===== src/hw/rtl/c8x_pkg.sv =====
// Shared types and constants for the CHIP-8 instruction execute unit.
// No dependencies.
package c8x_pkg;

    localparam int MemBytes    = 4096;
    localparam int StackDepth  = 16;
    localparam int AddrW       = 12;

    localparam logic [1:0] ST_EXEC   = 2'd0;
    localparam logic [1:0] ST_UNIMP  = 2'd1;
    localparam logic [1:0] ST_LOADED = 2'd2;
    localparam logic [1:0] ST_FULL   = 2'd3;

    localparam logic [3:0] OP_SYS  = 4'h0;
    localparam logic [3:0] OP_JP   = 4'h1;
    localparam logic [3:0] OP_CALL = 4'h2;
    localparam logic [3:0] OP_SE   = 4'h3;
    localparam logic [3:0] OP_SNE  = 4'h4;
    localparam logic [3:0] OP_SER  = 4'h5;
    localparam logic [3:0] OP_LD   = 4'h6;
    localparam logic [3:0] OP_ADD  = 4'h7;
    localparam logic [3:0] OP_ALU  = 4'h8;
    localparam logic [3:0] OP_SNER = 4'h9;
    localparam logic [3:0] OP_LDI  = 4'hA;
    localparam logic [3:0] OP_JPV  = 4'hB;
    localparam logic [3:0] OP_RND  = 4'hC;
    localparam logic [3:0] OP_MISC = 4'hF;

    localparam logic [7:0] MISC_GETDT = 8'h07;
    localparam logic [7:0] MISC_SETDT = 8'h15;
    localparam logic [7:0] MISC_SETST = 8'h18;
    localparam logic [7:0] MISC_ADDI  = 8'h1E;
    localparam logic [7:0] MISC_BCD   = 8'h33;
    localparam logic [7:0] MISC_STORE = 8'h55;
    localparam logic [7:0] MISC_FILL  = 8'h65;

    // Controller to datapath commands
    typedef struct packed {
        logic capture;   // latch the input item
        logic execute;   // apply the opcode's state update
        logic mem_wr;    // write the memory at the sequence address
        logic mem_rd;    // issue a memory read for the sequence address
        logic reg_ld;    // write returned read data into V[count-1]
        logic step;      // advance the sequence counter
        logic finish;    // close a memory-sequence opcode (I update for store)
    } c8x_cmd_t;

    // Datapath to controller status
    typedef struct packed {
        logic is_load;
        logic is_bcd;
        logic is_store;
        logic is_fill;
        logic last;      // sequence counter at its final element
    } c8x_stat_t;

endpackage


===== src/hw/rtl/c8x_control.sv =====
// Controller state machine sequencing plain and memory opcodes.
// Depends on c8x_pkg.
module c8x_control (
    input  logic               clk,
    input  logic               rst_n,
    input  logic               s_valid,
    output logic               s_ready,
    output logic               m_valid,
    input  logic               m_ready,
    output c8x_pkg::c8x_cmd_t  cmd,
    input  c8x_pkg::c8x_stat_t stat
);
    import c8x_pkg::*;

    typedef enum logic [4:0] {
        S_IDLE  = 5'b00001,
        S_DEC   = 5'b00010,
        S_WSEQ  = 5'b00100,
        S_RSEQ  = 5'b01000,
        S_RLAST = 5'b10000
    } state_t;

    state_t state_reg, state_next;
    logic   m_valid_reg, m_valid_next;
    logic   rd_pend_reg;

    assign s_ready = (state_reg == S_IDLE) && (!m_valid_reg || m_ready);
    assign m_valid = m_valid_reg;

    always_comb
    begin
        state_next   = state_reg;
        m_valid_next = m_valid_reg && !m_ready;
        cmd          = '0;
        case (state_reg)
            S_IDLE:
                if (s_valid && s_ready)
                begin
                    cmd.capture = 1'b1;
                    state_next  = S_DEC;
                end
            S_DEC:
                if (stat.is_load)
                begin
                    cmd.mem_wr = 1'b1;
                    cmd.execute = 1'b1;
                    m_valid_next = 1'b1;
                    state_next = S_IDLE;
                end
                else if (stat.is_bcd || stat.is_store)
                    state_next = S_WSEQ;
                else if (stat.is_fill)
                    state_next = S_RSEQ;
                else
                begin
                    cmd.execute = 1'b1;
                    m_valid_next = 1'b1;
                    state_next = S_IDLE;
                end
            S_WSEQ:
            begin
                cmd.mem_wr = 1'b1;
                cmd.step = 1'b1;
                if (stat.last)
                begin
                    cmd.execute = 1'b1;
                    cmd.finish = 1'b1;
                    m_valid_next = 1'b1;
                    state_next = S_IDLE;
                end
            end
            S_RSEQ:
            begin
                cmd.mem_rd = 1'b1;
                cmd.reg_ld = rd_pend_reg;
                cmd.step = 1'b1;
                if (state_reg == S_RSEQ && stat.last) state_next = S_RLAST;
            end
            S_RLAST:
            begin
                cmd.reg_ld = 1'b1;
                cmd.execute = 1'b1;
                m_valid_next = 1'b1;
                state_next = S_IDLE;
            end
            default: state_next = S_IDLE;
        endcase
    end

    // load previous read while issuing the next
    always_ff @(posedge clk or negedge rst_n)
    begin
        if (!rst_n)
        begin
            state_reg   <= S_IDLE;
            m_valid_reg <= 1'b0;
            rd_pend_reg <= 1'b0;
        end
        else
        begin
            state_reg   <= state_next;
            m_valid_reg <= m_valid_next;
            rd_pend_reg <= cmd.mem_rd;
        end
    end

`ifndef ASSERT_OFF
    a_no_accept_busy: assert property (@(posedge clk) disable iff (!rst_n)
        (state_reg != S_IDLE) |-> !s_ready)
        else $error("input taken while busy");
    a_result_after_rlast: assert property (@(posedge clk) disable iff (!rst_n)
        (state_reg == S_RLAST) |=> m_valid)
        else $error("fill finished without result");
    a_rlast_after_read: assert property (@(posedge clk) disable iff (!rst_n)
        (state_reg == S_RLAST) |-> rd_pend_reg)
        else $error("fill end without pending read");
`endif

endmodule


===== config.mk =====
export PLATFORM = sky130hd
export DESIGN_NAME = c8x_control
export DESIGN_NICKNAME = d
export VERILOG_FILES = /design/src/hw/rtl/c8x_pkg.sv /design/src/hw/rtl/c8x_control.sv
export SDC_FILE = /design/constraint.sdc
export NUM_CORES = 1
export LEC_CHECK = 0
export BUFFER_PORTS_ARGS = -buffer_cell sky130_fd_sc_hd__buf_4
export CORE_AREA = 5 5 42 44
export CTS_BUF_LIST = sky130_fd_sc_hd__clkbuf_4 sky130_fd_sc_hd__clkbuf_8 sky130_fd_sc_hd__clkbuf_16
export CTS_CLUSTER_DIAMETER = 80
export DETAILED_ROUTE_END_ITERATION = 10
export DIE_AREA = 0 0 47 49
export GPL_ROUTABILITY_DRIVEN = 1
export HOLD_SLACK_MARGIN = 0.03
export MAX_ROUTING_LAYER = met4
export PLACE_DENSITY = 0.59
export SLEW_MARGIN = 15
export SYNTH_ARGS = -nofsm -noshare
export SYNTH_HDL_FRONTEND = slang
export SYNTH_SLANG_ARGS = --single-unit
export TNS_END_PERCENT = 50

===== constraint.sdc =====
create_clock -name clk -period 1.9 [get_ports clk]
set_clock_uncertainty 0.15 [all_clocks]
set_input_delay 0.095 -clock clk [delete_from_list [all_inputs] [get_ports clk]]
set_output_delay 0.095 -clock clk [all_outputs]
set_load 0.02 [all_outputs]

# After elaboration in Yosys (flattened, before gate mapping)
# Index checks and enable logic that the tools add are counted.
[word_totals]
memories = 0
rom_bits = 0
input_bits = 9
mem_bits_rw = 0
word_cells = 46
reg_bits = 7
output_inout_bits = 9
latchBits = 0
[op_classes]
magnitude_cmp = 0
n_mul = 0
shifts = 0
bitwise_logic = 0
n_div = 0
addsub = 0
mux = 25
reduce_logical = 10
n_eq_ne = 8
[op_table]
columns = ["op", "n"]
rows = [
  ["two-way mux 5 bit", 5],
  ["case mux 5 bit (4 select lines)", 1],
  ["two-way mux 1 bit", 14],
  ["case mux 1 bit (3 select lines)", 2],
  ["equality test 5 x 1 -> 1 bit, second input constant", 1],
  ["equality test 5 x 2 -> 1 bit, second input constant", 1],
  ["equality test 5 x 3 -> 1 bit, second input constant", 1],
  ["equality test 5 x 4 -> 1 bit, second input constant", 1],
  ["equality test 5 bit, second input constant", 1],
  ["logical AND 1 bit", 4],
  ["two-way mux 4 bit", 1],
  ["!= test 2 x 1 -> 1 bit, second input constant", 2],
  ["case mux 1 bit (2 select lines)", 2],
  ["AND reduction 3 bit", 1],
  ["zero test 1 bit", 2],
  ["logical OR 1 bit", 2],
  ["!= test 2 bit, second input constant", 1],
  ["OR reduction 2 bit", 1],
]

# Depth between registers and ports, before layout
[logic_depth]
word_depth = 6
mapped_depth = 4
mapped_depth_nobuf = 3

# Worst setup path before layout
# OpenSTA, ideal clock, no wires.
[synth_path]
path_kind = "register to output"
start = "reg state_reg[3]"
end = "out cmd[2] in the netlist's numbering"
n_path_buf = 1
arrival_time_ns = 1.758
setup_slack_ns = -0.103
path_stages_with_launch = 4
required_ns = 1.655
cell_sequence = "dfrtp_1 -> buf_6 -> nand2b_1 -> a2111oi_0"
[synth_lines]
columns = ["item", "line", "text"]
rows = [
  ["start: declaration", "c8x_control.sv:23", "state_t state_reg, state_next;"],
  ["start signal: assignment", "c8x_control.sv:101", "state_reg <= state_next;"],
  ["end: declaration", "c8x_control.sv:10", "output c8x_pkg::c8x_cmd_t cmd,"],
]

==> reports/metrics.cfg <==
[global_route]
globalRoute.busiestLayer=met2
groute.usage.overall=0.127
maximum_number_of_pins_on_one_net_before_global_route_repair=13
met2_usage=0.208
first_global_vias=499
overflow=0
wire_length_of_the_first_global_routing_pass_mm=2.02
grt_antenna_before_repair=0
grt_use_met1=0.132
met3_usage=0.0554

[power]
clockPowerShare=0.227
fin_total_pwr_uw=654
power.combinational.fraction=0.400
p_per_area_mw_per_mm2=911
netsw_uw=251
cell_internal_pwr_uw=403
vdd.ir_drop.worst_mv=0.471
part_of_the_total_power_dissipated_in_sequential_elements=0.373
p_leak_uw=0.000324
power.switching_fraction=0.384

[setup_path]
cp_top_family=flip-flops
timing.critical_path.from_type=flop
worst-endpoint-arrival_ns=1.55
required_ns=1.65
end_kind=output pin
critical_path.max_stage_delay_ns=0.48
path_class=reg2out
crit_path_top_delay_cell=dfrtp_1
worstPathBufferInverterCount=1
crit_chain=nand2b_1 > a2111oi_1 > buf_4
worst-path-max-fanout=11

[timing]
final_min_period_ns=1.80
final.period_utilization=0.947
max-slew-margin-rel=0.758
final_max_slew_viols=0
total_count_of_hold_check_failures_in_the_final_report=0
setup_repair_after_global_routing_missed_its_margin=yes
worst_slew_pin_slew_ns=0.363
final_setup_vio_count=0
maxClockFrequency_mhz=556

[route]
route.detailed.wl_per_inst_um=12.7
via_per_inst=5.22
detail_route.first_pass.iterations=4
route.vias.total=501
drt_first_iter_violations=12
remaining_drc_errors=0
detail_route.wirelength_mm=1.22
detail-route-antenna-nets=0

[synth]
mappedNetlistNets=65
synth_cells=56
post_synth.cell_area_avg_sq_um=8.53
yosysUniqueCellTypes=32
yosys_warning_total=0
synth-seq-cells=7
syn-cell-area_sq_um=478
synth.yosys.seq_area_share=0.369

[flow_run]
drv_cap=0

[layout]
register_area_sq_um=176
largest_register_ffs=5
mostFrequentLayoutCells=17 x buf_4, 7 x dlygate4sd3_1, 6 x dfrtp_1
final_util=0.513
final.fill_count=135
design.final.nets=90
layout.cells.most_common=buf_4
share_of_cells_above_drive_strength_1=0.300
antenna_cells=0
multi_input_comb_area_sq_um=275
area_delta_synth_final_pct=50.3

[floorplan]
floorplan.die.height_um=49
initial_core_util=0.341
fp.dieW_um=47
placeable_core_region_sq_mm=0.00140
ios=18
placement_rows=14
full_die_area_sq_mm=0.00230

[placed_design]
numPortBuffers=17
detailedPlacementHpwl_um=934
gp_congestion=0.678

[clock_network]
ctsLongestPathBuffers=2
worst_skew_pair.late_latency_ns=0.25
root_buffer=clkbuf_4
clkSinkCount=7
cts_htree_levels=1
number_of_buffers_inserted_to_repair_setup_after_cts=0
cts_buffers=3
cts.reportedPaths.clkPinSlew_ns=0.06
tritoncts=yes

[min_path]
min_path_type=in2async

[status]
run_status=complete, no violations

## cell families after synthesis
logic type,count (synthesis),share of synthesized area
flops,7,0.369
buf+inv,9,0.0864
compound gates,12,0.183
simple gates,28,0.361
## power groups by stage
stage          combinational (uW)  sequential, uW  clock, uW
2_1_floorplan                 195             197          0
3_3_place_gp                  247             240          0
3_5_place_dp                  251             239          0
4_1_cts                       263             237        151
5_1_grt                       287             246        163
6_report                      262             244        149
## repair_timing
action | 4_1_cts | 5_1_grt
hold buffers | 7 | 0
endpoints found under the setup margin | 0 | 2
resized for setup | 0 | 2
endpoints found under the hold margin | 12 | 0
## layout make-up
cell class	instances	area share
multi-input combinational	40	0.383
clock buffer	4	0.0418
sequential	7	0.246
inverter	5	0.0261
timing repair buffer	24	0.275
tap	16	0.0279
## worst paths after layout
| check | to | from | depth (start not counted) | slack (ns) |
|---|---|---|---|---|
| max | cmd[2] | state_reg[3] | 3 | 0.10 |
| min | m_valid | rst_n | 2 | 0.04 |
| max reg2reg | state_reg[0] | state_reg[2] | 3 | 0.32 |
| min reg2reg | m_valid | m_valid | 2 | 0.46 |
| max in group asynchronous | state_reg[0] | rst_n | 2 | 1.36 |
| min in group clk | state_reg[3] | stat[4] | 4 | 0.05 |
## worst reg2reg max path, cell delays in order (launching register included)
cell      delay (ns)
dfrtp_1         0.54
or3b_1          0.39
a311oi_1        0.28
o211ai_1        0.13
## stage by stage
step / instances / cell area (sq um) / setup TNS (ns) / hold WS (ns) / setup WS, ns
6_report: 96 / 718 / 0 / 0.0406 / 0.101
5_1_grt: 96 / 718 / -0.00000355 / 0.0548 / -0.00000355
4_1_cts: 96 / 704 / 0 / 0.0410 / 0.0508
3_5_place_dp: 85 / 604 / 0 / -0.238 / 0.308
3_3_place_gp: 85 / 604 / 0 / -0.238 / 0.332
2_1_floorplan: 56 / 479 / 0 / -0.351 / 0.139
## cells in the mapped netlist
master	instances	area [sq um]
o2bb2ai_1	1	8.76
nand3_1	3	15.0
o21a_1	2	15.0
a311oi_1	1	8.76
buf_6	1	11.3
nand2_1	2	7.51
nand2b_1	3	18.8
clkbuf_1	3	11.3
a2111oi_0	1	8.76
nor4_1	1	6.26
nand4_1	1	6.26
nor2_1	3	11.3
and2b_1	1	7.51
or2b_1	1	7.51
o21ai_0	2	10.0
o2111ai_1	1	8.76
o211ai_1	2	15.0
or3_1	1	6.26
or3b_1	1	8.76
and3_1	2	12.5
nor3_1	3	15.0
a21boi_0	1	7.51
a21oi_1	1	5.00
dfstp_2	1	26.3
nor4_2	1	12.5
and3b_1	1	8.76
dfrtp_1	6	150
nand3b_1	1	7.51
and2_1	1	6.26
nor2b_1	1	6.26
inv_1	5	18.8
nor4b_1	1	8.76
## metal layers
layer / share of wire / vias up
li1: - / 248
met1: 0.38 / 232
met2: 0.53 / 19
met3: 0.087 / 2
met4: 0.0099 / 0
met5: 0 / -
Note: power is estimated with default switching activity, not from simulation.
